### config.mk
export PLATFORM = sky130hd
export DESIGN_NAME = rational_add_reduce_flat
export DESIGN_NICKNAME = d
export VERILOG_FILES = /design/src/hw/rtl/rar_pkg.sv /design/src/hw/rtl/rar_if.sv /design/src/hw/rtl/rar_seq.sv /design/src/hw/rtl/rar_dp.sv /design/src/hw/rtl/rational_add_reduce.sv /design/src/flat_wrapper.sv
export VERILOG_INCLUDE_DIRS = /design/src /design/src/hw/rtl
export SDC_FILE = /design/constraint.sdc
export NUM_CORES = 2
export LEC_CHECK = 0
export BUFFER_PORTS_ARGS = -buffer_cell sky130_fd_sc_hd__buf_2
export CORE_MARGIN = 1.5
export CORE_UTILIZATION = 60
export DETAILED_ROUTE_END_ITERATION = 10
export PLACE_DENSITY_LB_ADDON = 0.25
export SYNTH_ARGS = -nofsm -noshare
export SYNTH_HDL_FRONTEND = slang
export SYNTH_SLANG_ARGS = --single-unit
### constraint.sdc
create_clock -name clock -period 8.75 [get_ports clock]
set_clock_uncertainty 0.2 [all_clocks]
set_input_delay 0.4375 -clock clock [delete_from_list [all_inputs] [get_ports clock]]
set_output_delay 0.4375 -clock clock [all_outputs]
set_load 0.05 [all_outputs]
### src/hw/rtl/assert_macros.svh
// assertion macros used by the top-level rtl file
// no dependencies
`ifndef ASSERT_MACROS_SVH
`define ASSERT_MACROS_SVH

// same-cycle implication, disabled in reset
`define RAR_ASSERT_IMPLY(label, clk, rst, ante, cons) \
   label: assert property (@(posedge clk) disable iff (rst) (ante) |-> (cons)) \
      else $error("implication check failed");

// next-cycle implication, disabled in reset
`define RAR_ASSERT_NEXT(label, clk, rst, ante, cons) \
   label: assert property (@(posedge clk) disable iff (rst) (ante) |=> (cons)) \
      else $error("next-cycle check failed");

`endif

### src/hw/rtl/rar_pkg.sv
// types, control word layout and microcode rom for the fraction adder
// no dependencies
package rar_pkg;

   localparam int STEP_W = 4;

   typedef logic [STEP_W-1:0] step_type;

   typedef enum logic [1:0] {
      MUL_NONE  = 2'd0,
      MUL_AN_BD = 2'd1,
      MUL_AD_BN = 2'd2,
      MUL_AD_BD = 2'd3
   } mul_sel_type;

   typedef enum logic [1:0] {
      ACC_HOLD = 2'd0,
      ACC_LOAD = 2'd1,
      ACC_ADD  = 2'd2
   } acc_op_type;

   typedef enum logic [2:0] {
      COND_NONE     = 3'd0,
      COND_ALWAYS   = 3'd1,
      COND_NO_REQ   = 3'd2,
      COND_ACC_ZERO = 3'd3,
      COND_GCD_BUSY = 3'd4,
      COND_DIV_BUSY = 3'd5,
      COND_OUT_BUSY = 3'd6
   } cond_type;

   typedef struct packed {
      logic        take;
      mul_sel_type mul_sel;
      acc_op_type  acc_op;
      logic        load_gcd;
      logic        gcd_step;
      logic        div_init;
      logic        div_step;
      logic        emit;
      logic        emit_zero;
      cond_type    cond;
      step_type    target;
   } ctrl_type;

   typedef struct packed {
      logic acc_zero;
      logic gcd_busy;
      logic div_busy;
   } dp_flags_type;

   typedef struct packed {
      logic         req_valid;
      logic         out_free;
      dp_flags_type flags;
   } status_type;

   localparam step_type STEP_IDLE  = STEP_W'(0);
   localparam step_type STEP_MUL1  = STEP_W'(1);
   localparam step_type STEP_MUL2  = STEP_W'(2);
   localparam step_type STEP_MUL3  = STEP_W'(3);
   localparam step_type STEP_LOAD  = STEP_W'(4);
   localparam step_type STEP_GCD   = STEP_W'(5);
   localparam step_type STEP_DINIT = STEP_W'(6);
   localparam step_type STEP_DIV   = STEP_W'(7);
   localparam step_type STEP_EMIT  = STEP_W'(8);
   localparam step_type STEP_RET   = STEP_W'(9);
   localparam step_type STEP_ZERO  = STEP_W'(10);
   localparam step_type STEP_RET2  = STEP_W'(11);

   function automatic ctrl_type ucode_rom(input step_type step);
      ctrl_type w;
      w.take      = 1'b0;
      w.mul_sel   = MUL_NONE;
      w.acc_op    = ACC_HOLD;
      w.load_gcd  = 1'b0;
      w.gcd_step  = 1'b0;
      w.div_init  = 1'b0;
      w.div_step  = 1'b0;
      w.emit      = 1'b0;
      w.emit_zero = 1'b0;
      w.cond      = COND_NONE;
      w.target    = STEP_IDLE;
      case (step)
         STEP_IDLE: begin
            w.take   = 1'b1;
            w.cond   = COND_NO_REQ;
            w.target = STEP_IDLE;
         end
         STEP_MUL1: begin
            w.mul_sel = MUL_AN_BD;
         end
         STEP_MUL2: begin
            w.mul_sel = MUL_AD_BN;
            w.acc_op  = ACC_LOAD;
         end
         STEP_MUL3: begin
            w.mul_sel = MUL_AD_BD;
            w.acc_op  = ACC_ADD;
         end
         STEP_LOAD: begin
            w.load_gcd = 1'b1;
            w.cond     = COND_ACC_ZERO;
            w.target   = STEP_ZERO;
         end
         STEP_GCD: begin
            w.gcd_step = 1'b1;
            w.cond     = COND_GCD_BUSY;
            w.target   = STEP_GCD;
         end
         STEP_DINIT: begin
            w.div_init = 1'b1;
         end
         STEP_DIV: begin
            w.div_step = 1'b1;
            w.cond     = COND_DIV_BUSY;
            w.target   = STEP_DIV;
         end
         STEP_EMIT: begin
            w.emit   = 1'b1;
            w.cond   = COND_OUT_BUSY;
            w.target = STEP_EMIT;
         end
         STEP_ZERO: begin
            w.emit_zero = 1'b1;
            w.cond      = COND_OUT_BUSY;
            w.target    = STEP_ZERO;
         end
         default: begin
            w.cond   = COND_ALWAYS;
            w.target = STEP_IDLE;
         end
      endcase
      return w;
   endfunction

endpackage

### src/hw/rtl/rar_if.sv
// request and response channel interfaces of the fraction adder
// no dependencies
interface rar_req_if #(
   parameter int W = 16
);
   logic                valid;
   logic                ready;
   logic signed [W-1:0] a_num;
   logic        [W-2:0] a_den;
   logic signed [W-1:0] b_num;
   logic        [W-2:0] b_den;

   modport source (output valid, a_num, a_den, b_num, b_den, input ready);
   modport sink   (input valid, a_num, a_den, b_num, b_den, output ready);
endinterface

interface rar_rsp_if #(
   parameter int W = 16
);
   logic                  valid;
   logic                  ready;
   logic signed [2*W-1:0] sum_num;
   logic        [2*W-3:0] sum_den;

   modport source (output valid, sum_num, sum_den, input ready);
   modport sink   (input valid, sum_num, sum_den, output ready);
endinterface

### src/hw/rtl/rar_seq.sv
// microcode sequencer: step counter, rom lookup and conditional jumps
// depends on rar_pkg
module rar_seq (
   input  logic                clock,
   input  logic                reset,
   input  rar_pkg::status_type status,
   output rar_pkg::ctrl_type   ctrl
);

   rar_pkg::step_type step_ff;
   rar_pkg::step_type step_in;
   logic              jump;

   assign ctrl = rar_pkg::ucode_rom(step_ff);

   always_comb begin
      case (ctrl.cond)
         rar_pkg::COND_NONE:     jump = 1'b0;
         rar_pkg::COND_ALWAYS:   jump = 1'b1;
         rar_pkg::COND_NO_REQ:   jump = ~status.req_valid;
         rar_pkg::COND_ACC_ZERO: jump = status.flags.acc_zero;
         rar_pkg::COND_GCD_BUSY: jump = status.flags.gcd_busy;
         rar_pkg::COND_DIV_BUSY: jump = status.flags.div_busy;
         rar_pkg::COND_OUT_BUSY: jump = ~status.out_free;
         default:                jump = 1'b0;
      endcase
      step_in = jump ? ctrl.target : rar_pkg::step_type'(step_ff + 1'b1);
   end

   always_ff @(posedge clock) begin
      if (reset) begin
         step_ff <= rar_pkg::STEP_IDLE;
      end else begin
         step_ff <= step_in;
      end
   end

endmodule

### src/hw/rtl/rar_dp.sv
// datapath: shared multiplier, accumulator, binary gcd and twin bit-serial divider
// depends on rar_pkg
module rar_dp #(
   parameter int W = 16
) (
   input  logic                  clock,
   input  rar_pkg::ctrl_type     ctrl,
   input  logic                  req_valid,
   input  logic                  out_free,
   input  logic signed [W-1:0]   a_num,
   input  logic        [W-2:0]   a_den,
   input  logic signed [W-1:0]   b_num,
   input  logic        [W-2:0]   b_den,
   output rar_pkg::dp_flags_type flags,
   output logic signed [2*W-1:0] sum_num,
   output logic        [2*W-3:0] sum_den
);

   localparam int DW = 2 * W;
   localparam int CW = $clog2(DW);
   localparam logic [CW-1:0] DIV_LAST = CW'(DW - 1);

   logic signed [W-1:0]  an_ff, bn_ff;
   logic        [W-2:0]  ad_ff, bd_ff;
   logic signed [W-1:0]  m_a, m_b;
   logic signed [DW-1:0] prod_ff, prod_in;
   logic signed [DW-1:0] acc_ff, acc_in;
   logic        [DW-1:0] mag;
   logic        [DW-1:0] x_ff, x_in, y_ff, y_in;
   logic        [DW-1:0] qn_ff, qn_in, qd_ff, qd_in;
   logic        [DW-1:0] rn_ff, rn_in, rd_ff, rd_in;
   logic        [DW:0]   rn_sh, rd_sh, x_ext;
   logic        [CW-1:0] cnt_ff, cnt_in;
   logic                 neg_ff, neg_in;
   logic signed [DW-1:0] out_num_ff, out_num_in;
   logic        [DW-3:0] out_den_ff, out_den_in;
   logic                 load_req;

   assign load_req = ctrl.take & req_valid;

   always_comb begin
      case (ctrl.mul_sel)
         rar_pkg::MUL_AN_BD: begin
            m_a = an_ff;
            m_b = signed'({1'b0, bd_ff});
         end
         rar_pkg::MUL_AD_BN: begin
            m_a = signed'({1'b0, ad_ff});
            m_b = bn_ff;
         end
         rar_pkg::MUL_AD_BD: begin
            m_a = signed'({1'b0, ad_ff});
            m_b = signed'({1'b0, bd_ff});
         end
         default: begin
            m_a = '0;
            m_b = '0;
         end
      endcase
      prod_in = DW'(m_a) * DW'(m_b);
   end

   always_comb begin
      case (ctrl.acc_op)
         rar_pkg::ACC_LOAD: acc_in = prod_ff;
         rar_pkg::ACC_ADD:  acc_in = acc_ff + prod_ff;
         default:           acc_in = acc_ff;
      endcase
   end

   assign mag = acc_ff[DW-1] ? unsigned'(-acc_ff) : unsigned'(acc_ff);

   assign x_ext = {1'b0, x_ff};
   assign rn_sh = {rn_ff, qn_ff[DW-1]};
   assign rd_sh = {rd_ff, qd_ff[DW-1]};

   always_comb begin
      x_in   = x_ff;
      y_in   = y_ff;
      qn_in  = qn_ff;
      qd_in  = qd_ff;
      rn_in  = rn_ff;
      rd_in  = rd_ff;
      cnt_in = cnt_ff;
      neg_in = neg_ff;
      if (ctrl.load_gcd) begin
         x_in   = mag;
         y_in   = unsigned'(prod_ff);
         qn_in  = mag;
         qd_in  = unsigned'(prod_ff);
         neg_in = acc_ff[DW-1];
      end
      if (ctrl.gcd_step && (x_ff != y_ff)) begin
         if (!x_ff[0] && !y_ff[0]) begin
            x_in  = x_ff >> 1;
            y_in  = y_ff >> 1;
            qn_in = qn_ff >> 1;
            qd_in = qd_ff >> 1;
         end else if (!x_ff[0]) begin
            x_in = x_ff >> 1;
         end else if (!y_ff[0]) begin
            y_in = y_ff >> 1;
         end else if (x_ff > y_ff) begin
            x_in = (x_ff - y_ff) >> 1;
         end else begin
            y_in = (y_ff - x_ff) >> 1;
         end
      end
      if (ctrl.div_init) begin
         rn_in  = '0;
         rd_in  = '0;
         cnt_in = '0;
      end
      if (ctrl.div_step) begin
         cnt_in = cnt_ff + 1'b1;
         if (rn_sh >= x_ext) begin
            rn_in = DW'(rn_sh - x_ext);
            qn_in = {qn_ff[DW-2:0], 1'b1};
         end else begin
            rn_in = rn_sh[DW-1:0];
            qn_in = {qn_ff[DW-2:0], 1'b0};
         end
         if (rd_sh >= x_ext) begin
            rd_in = DW'(rd_sh - x_ext);
            qd_in = {qd_ff[DW-2:0], 1'b1};
         end else begin
            rd_in = rd_sh[DW-1:0];
            qd_in = {qd_ff[DW-2:0], 1'b0};
         end
      end
   end

   always_comb begin
      out_num_in = out_num_ff;
      out_den_in = out_den_ff;
      if (out_free && ctrl.emit) begin
         out_num_in = neg_ff ? -signed'(qn_ff) : signed'(qn_ff);
         out_den_in = qd_ff[DW-3:0];
      end else if (out_free && ctrl.emit_zero) begin
         out_num_in = '0;
         out_den_in = (DW-2)'(1);
      end
   end

   always_ff @(posedge clock) begin
      if (load_req) begin
         an_ff <= a_num;
         bn_ff <= b_num;
         ad_ff <= (a_den == '0) ? (W-1)'(1) : a_den;
         bd_ff <= (b_den == '0) ? (W-1)'(1) : b_den;
      end
      prod_ff    <= prod_in;
      acc_ff     <= acc_in;
      x_ff       <= x_in;
      y_ff       <= y_in;
      qn_ff      <= qn_in;
      qd_ff      <= qd_in;
      rn_ff      <= rn_in;
      rd_ff      <= rd_in;
      cnt_ff     <= cnt_in;
      neg_ff     <= neg_in;
      out_num_ff <= out_num_in;
      out_den_ff <= out_den_in;
   end

   assign flags.acc_zero = (acc_ff == '0);
   assign flags.gcd_busy = (x_ff != y_ff);
   assign flags.div_busy = (cnt_ff != DIV_LAST);

   assign sum_num = out_num_ff;
   assign sum_den = out_den_ff;

endmodule

### src/hw/rtl/rational_add_reduce.sv
// top level of the fraction adder with gcd reduction
// depends on rar_pkg, rar_if, rar_seq, rar_dp and assert_macros.svh
//
// Adds a_num/a_den and b_num/b_den and returns the sum in lowest terms with a
// positive denominator; a zero sum comes back as 0/1 and a zero denominator is
// read as 1. One request is worked at a time by a small microcoded sequencer:
// three multiply steps on one shared multiplier, a binary gcd loop that takes
// one iteration per cycle, then both divisions by what is left of the gcd run
// side by side in a bit-serial divider. A zero sum skips the gcd loop and the
// divider, and either path waits for the output register to free up.
// The result sits in an output register, so the next request can be started
// while the previous result waits to be taken. Both channel interfaces must
// be built with W equal to OPERAND_WIDTH.
`include "assert_macros.svh"

module rational_add_reduce #(
   parameter int OPERAND_WIDTH = 16
) (
   input logic      clock,
   input logic      reset,
   rar_req_if.sink  req_chan,
   rar_rsp_if.source rsp_chan
);

   rar_pkg::ctrl_type     ctrl;
   rar_pkg::status_type   status;
   rar_pkg::dp_flags_type flags;
   logic                  out_valid_ff, out_valid_in;
   logic                  out_free;

   assign out_free = ~out_valid_ff | rsp_chan.ready;

   assign status.req_valid = req_chan.valid;
   assign status.out_free  = out_free;
   assign status.flags     = flags;

   rar_seq u_seq (
      .clock  (clock),
      .reset  (reset),
      .status (status),
      .ctrl   (ctrl)
   );

   rar_dp #(
      .W (OPERAND_WIDTH)
   ) u_dp (
      .clock     (clock),
      .ctrl      (ctrl),
      .req_valid (req_chan.valid),
      .out_free  (out_free),
      .a_num     (req_chan.a_num),
      .a_den     (req_chan.a_den),
      .b_num     (req_chan.b_num),
      .b_den     (req_chan.b_den),
      .flags     (flags),
      .sum_num   (rsp_chan.sum_num),
      .sum_den   (rsp_chan.sum_den)
   );

   always_comb begin
      out_valid_in = out_valid_ff & ~rsp_chan.ready;
      if (out_free && (ctrl.emit || ctrl.emit_zero)) begin
         out_valid_in = 1'b1;
      end
   end

   always_ff @(posedge clock) begin
      if (reset) begin
         out_valid_ff <= 1'b0;
      end else begin
         out_valid_ff <= out_valid_in;
      end
   end

   assign req_chan.ready = ctrl.take;
   assign rsp_chan.valid = out_valid_ff;

   `RAR_ASSERT_NEXT(a_busy_after_req, clock, reset, req_chan.valid && req_chan.ready, !req_chan.ready)
   `RAR_ASSERT_IMPLY(a_den_nonzero, clock, reset, rsp_chan.valid, rsp_chan.sum_den != '0)
   `RAR_ASSERT_IMPLY(a_zero_is_unit_den, clock, reset, rsp_chan.valid && (rsp_chan.sum_num == '0), rsp_chan.sum_den == 1)

endmodule

### src/flat_wrapper.sv
// flat-port wrapper written by rule: the top's interface ports become plain ports
module rational_add_reduce_flat 
#(
   parameter int OPERAND_WIDTH = 16
)
  (clock, reset, req_chan_valid, req_chan_a_num, req_chan_a_den, req_chan_b_num, req_chan_b_den, req_chan_ready, rsp_chan_valid, rsp_chan_sum_num, rsp_chan_sum_den, rsp_chan_ready);
  rar_req_if #(.W((16))) req_chan_i ();
  rar_rsp_if #(.W((16))) rsp_chan_i ();
  input logic clock;
  input logic reset;
  input wire logic [$bits(req_chan_i.valid)-1:0] req_chan_valid;
  input wire logic [$bits(req_chan_i.a_num)-1:0] req_chan_a_num;
  input wire logic [$bits(req_chan_i.a_den)-1:0] req_chan_a_den;
  input wire logic [$bits(req_chan_i.b_num)-1:0] req_chan_b_num;
  input wire logic [$bits(req_chan_i.b_den)-1:0] req_chan_b_den;
  output wire logic [$bits(req_chan_i.ready)-1:0] req_chan_ready;
  output wire logic [$bits(rsp_chan_i.valid)-1:0] rsp_chan_valid;
  output wire logic [$bits(rsp_chan_i.sum_num)-1:0] rsp_chan_sum_num;
  output wire logic [$bits(rsp_chan_i.sum_den)-1:0] rsp_chan_sum_den;
  input wire logic [$bits(rsp_chan_i.ready)-1:0] rsp_chan_ready;
  assign req_chan_i.valid = req_chan_valid;
  assign req_chan_i.a_num = req_chan_a_num;
  assign req_chan_i.a_den = req_chan_a_den;
  assign req_chan_i.b_num = req_chan_b_num;
  assign req_chan_i.b_den = req_chan_b_den;
  assign req_chan_ready = req_chan_i.ready;
  assign rsp_chan_valid = rsp_chan_i.valid;
  assign rsp_chan_sum_num = rsp_chan_i.sum_num;
  assign rsp_chan_sum_den = rsp_chan_i.sum_den;
  assign rsp_chan_i.ready = rsp_chan_ready;
  rational_add_reduce #(.OPERAND_WIDTH(OPERAND_WIDTH)) u_core (.clock(clock), .reset(reset), .req_chan(req_chan_i), .rsp_chan(rsp_chan_i));
endmodule
==> results_tabular.tex <==
\begin{tabular}{lr}
\hline
Metric & Value \\
\hline
\multicolumn{2}{l}{\textbf{Outcome}} \\
Outcome & finished clean \\
\multicolumn{2}{l}{\textbf{Logic synthesis}} \\
Register bit total from synthesis & around 390 \\
Synth async-reset ratio & 0 \\
Synth Area in Compound Gates & 0.185 \\
Share of synthesized cell area in and, or, nand and nor gates & 0.161 \\
Sequential area share after synthesis & 0.283 \\
Most instantiated flip-flop cell in the synthesis netlist & edfxtp\_1 \\
Post-synthesis cell count & a little over 4k \\
Largest cells by area after synthesis & edfxtp\_1, fa\_1, dfxtp\_1 \\
Mux share of post-synthesis cell area & 0.0118 \\
Combinational family with the most area after synthesis & adder cells \\
Area fraction of the dominant cell type after synthesis & 0.190 \\
Number of synthesized flops with an enable pin & approximately 230 \\
Area share of xor/xnor cells in the synthesized design & 0.0498 \\
Syn\_area\_per\_cell & $\sim$8.7 um\^{}2 \\
Ranking of synthesized cells by instance count & inv\_1, nor2\_1, nand2\_1 \\
Post-Synthesis Net Count & around 4.7k \\
Adder and majority gate portion of the synthesized area & 0.238 \\
Area leader, netlist & edfxtp\_1 \\
Yosys warning total & 0 \\
Unique masters post-synth & around 80 \\
Total standard cell area after synthesis & between 30,000 and 40,000 um\^{}2 \\
Most frequent cell after synthesis & inv\_1 \\
\multicolumn{2}{l}{\textbf{Die}} \\
Number of rows in the core area & slightly below 90 \\
Initial Utilization & 0.606 \\
Width of the die & approximately 250 um \\
Core area & 58,900 um\^{}2 \\
Die area & 60,900 um\^{}2 \\
Number of ports placed on the die boundary & between 100 and 150 \\
Die height & approximately 250 um \\
\multicolumn{2}{l}{\textbf{Layout}} \\
Final standard cell count with taps included and fillers excluded & approximately 5k \\
Final Net Count & 4,738 \\
Area growth from synthesis to layout & 9.08\% \\
Fill cell total of the finished layout & 4,792 \\
Share of post-route cells with drive strength above 1 & 0.0788 \\
\multicolumn{2}{l}{\textbf{Routing}} \\
Number of search-and-repair iterations in the first detailed-routing pass & 8 \\
DR vias/cell & 6.14 \\
Routed len/inst & slightly above 20 um \\
Total wire length & 103,000 um \\
Total number of vias & around 30k \\
Number of remaining DRC errors & 0 \\
ANT nets after route & 0 \\
Initial DRC Count & between 2k and 3k \\
\multicolumn{2}{l}{\textbf{Pwr}} \\
Leakage component of the power & $\sim$17 nW \\
Overall power consumption & $\sim$14 mW \\
VDD IR max & 378 uV \\
Cell Pwr Density & around 360 nW/um\^{}2 \\
\multicolumn{2}{l}{\textbf{Worst setup path}} \\
Biggest fanout along the worst timing path & slightly above 40 \\
Required time of the critical path & $\sim$9 ns \\
Setup crit end kind & register \\
Startpoint type of the worst setup path & register \\
Type of the setup path with the least slack & reg -> reg \\
Data arrival time of the worst path & between 8 and 9 ns \\
Minimum setup slack among reg-to-reg paths & 0.45 ns \\
\multicolumn{2}{l}{\textbf{Placed design}} \\
Final weighted congestion in routability-driven placement & around 0.98 \\
Total half-perimeter wirelength after legalization and detailed placement & between 70,000 and 80,000 um \\
Placed Instances & approximately 4.8k \\
Number of buffers added on ports & approximately 130 \\
\multicolumn{2}{l}{\textbf{Timing}} \\
Number of slew-limit violations in the final report & 0 \\
Clock period minus worst slack & roughly 8.3 ns \\
Headroom to the max-slew limit & 0.205 \\
Total count of hold-check failures in the final report & 0 \\
Final worst path period share & 0.949 \\
Tightest Pin Transition & 1.19 ns \\
Setup-violating endpoint count in the final report & 0 \\
Maximum clock frequency & 120 MHz \\
\multicolumn{2}{l}{\textbf{Clocking}} \\
Clock transition at the registers of the reported paths & about 0.070 ns \\
Htree depth & 2 \\
Clock latency on the worst-skew pair & 0.60 ns \\
Root buffer selected by CTS & clkbuf\_16 \\
Clock tree buffer depth & 3 \\
Post-CTS repair timing setup buffer count & 0 \\
TritonCTS Buffers & 46 \\
Clock tree from TritonCTS & yes \\
Number of clock sinks seen by CTS & between 300 and 400 \\
\multicolumn{2}{l}{\textbf{Global route}} \\
Initial antenna violation count & 5 \\
Largest net degree at the start of global routing & $\sim$90 \\
Total gr overflow & 0 \\
Total GRT Usage & 0.338 \\
Number of global-route vias before repair & between 20k and 30k \\
First-pass GRT wire length & around 160,000 um \\
\multicolumn{2}{l}{\textbf{Min path}} \\
Type of the worst min-delay path & in -> reg \\
\multicolumn{2}{l}{\textbf{Job}} \\
Maximum Capacitance Violations & 0 \\
\hline
\end{tabular}
[layer usage]
metal  track usage  vias to the layer above  wire length (um)
met3        0.0529                      299              8030
met2         0.551                     1274             47000
met1         0.437                    14600             42000
met4         0.168                        8              5500
li1              -                    14300                 -
met5             0                        -                46
[final cells by class]
type / instances / area (um^2) / share of cell area
Clock inverter: 22 / 190 / 0.00489
Antenna cell: 2 / 5.00 / 0.000129
Timing Repair Buffer: 229 / 1580 / 0.0406
Inverter: 438 / 1640 / 0.0422
Clock buffer: 62 / 1320 / 0.0339
Tap cell: 773 / 967 / 0.0249
Multi-Input combinational cell: 3048 / 23100 / 0.594
Sequential cell: 391 / 10100 / 0.259
[state kept, by name, indices dropped and copies added (netlist names), 4 cells and up]
register,flops
u_core.u_dp.cnt_ff,5
u_core.u_seq.step_ff,4
u_core.u_dp.bn_ff,16
u_core.u_dp.ad_ff,15
u_core.u_dp.rn_ff,32
u_core.u_dp.qd_ff,32
u_core.u_dp.acc_ff,32
u_core.u_dp.prod_ff,32
u_core.u_dp.y_ff,32
u_core.u_dp.bd_ff,15
u_core.u_dp.rd_ff,32
u_core.u_dp.sum_den,30
u_core.u_dp.qn_ff,32
u_core.u_dp.sum_num,32
u_core.u_dp.an_ff,16
u_core.u_dp.x_ff,32
[cells in the final DEF, fill, tap and decap left out, types with 33 or more instances in the layout]
cell	instances
and2_1	66
o21a_1	48
nor3_1	45
nor2_1	394
nand2_1	373
o211ai_1	49
dfxtp_1	165
a31oi_1	43
ha_1	250
nand4_1	38
xnor2_1	113
mux2_2	33
o21ai_0	200
buf_2	129
buf_4	35
nand2b_1	41
fa_1	267
nand3_1	76
inv_1	437
clkbuf_16	50
edfxtp_1	226
dlygate4sd3_1	63
xor2_1	90
a21oi_1	361
a21o_1	101
[repair_timing]
item                       CTS  global route
setup endpoints to repair    0            10
hold endpoints to repair    67             0
gates resized for setup      0            12
hold buffers                63             0
[critical path: stages, from the launching register on]
cell	delay [ns]
dfxtp_1	0.38
ha_1	0.36
inv_1	0.12
nor3_1	0.27
inv_1	0.08
ha_2	0.41
nor3b_1	0.29
a21oi_1	0.07
buf_4	0.21
nor2_1	0.14
fa_1	0.58
fa_1	0.93
fa_1	0.55
fa_1	0.51
fa_1	0.49
inv_1	0.05
fa_1	0.48
inv_1	0.05
ha_1	0.33
nand4_1	0.18
nor3_1	0.30
a21boi_0	0.35
a2111oi_2	0.11
buf_4	0.20
o31ai_1	0.27
a21oi_1	0.13
xnor2_1	0.13
[through the flow]
step | utilization | setup TNS (ns) | hold WS [ns] | area, um^2 | worst slack, ns
after floorplan | - | 0 | 0.224 | 35700 | 1.03
after global placement | 0.624 | 0 | 0.245 | 36700 | 0.429
after detailed placement | 0.624 | 0 | 0.248 | 36700 | 0.339
after CTS | 0.660 | 0 | 0.0414 | 38900 | 0.258
after global routing | 0.661 | -0.0204 | 0.106 | 38900 | -0.0190
final | 0.661 | 0 | 0.0887 | 38900 | 0.447
[cell families (layout without fill, tap and decap cells)]
logic type | count (synthesis) | in the layout
buffers and inverters | 673 | 751
flip-flops | 391 | 391
AO/OA/AOI/OAI | 1059 | 1059
XOR/XNOR | 203 | 203
AND/OR/NAND/NOR | 1230 | 1230
multiplexers | 38 | 38
other | 0 | 2
adder cells (fa/ha/maj) | 518 | 518
[report_power, final]
part	switching [mW]	internal, mW	total (mW)
combinational	5.54	3.57	9.11
sequential	0.574	2.57	3.14
clock	0.820	1.12	1.94
[worst paths after layout]
check	startpoint	endpoint	cells after the start
min reg2reg	u_core.u_dp.y_ff[31]$_DFF_P_	u_core.u_dp.y_ff[31]$_DFF_P_	2
min	rsp_chan_ready	u_core.rsp_chan.valid$_SDFF_PP0_	3
max	u_core.u_seq.step_ff[0]$_SDFF_PP0_	u_core.u_dp.prod_ff[31]$_DFF_P_	26
max reg2reg	u_core.u_seq.step_ff[0]$_SDFF_PP0_	u_core.u_dp.prod_ff[31]$_DFF_P_	26
(Power assumes the default switching activity.)
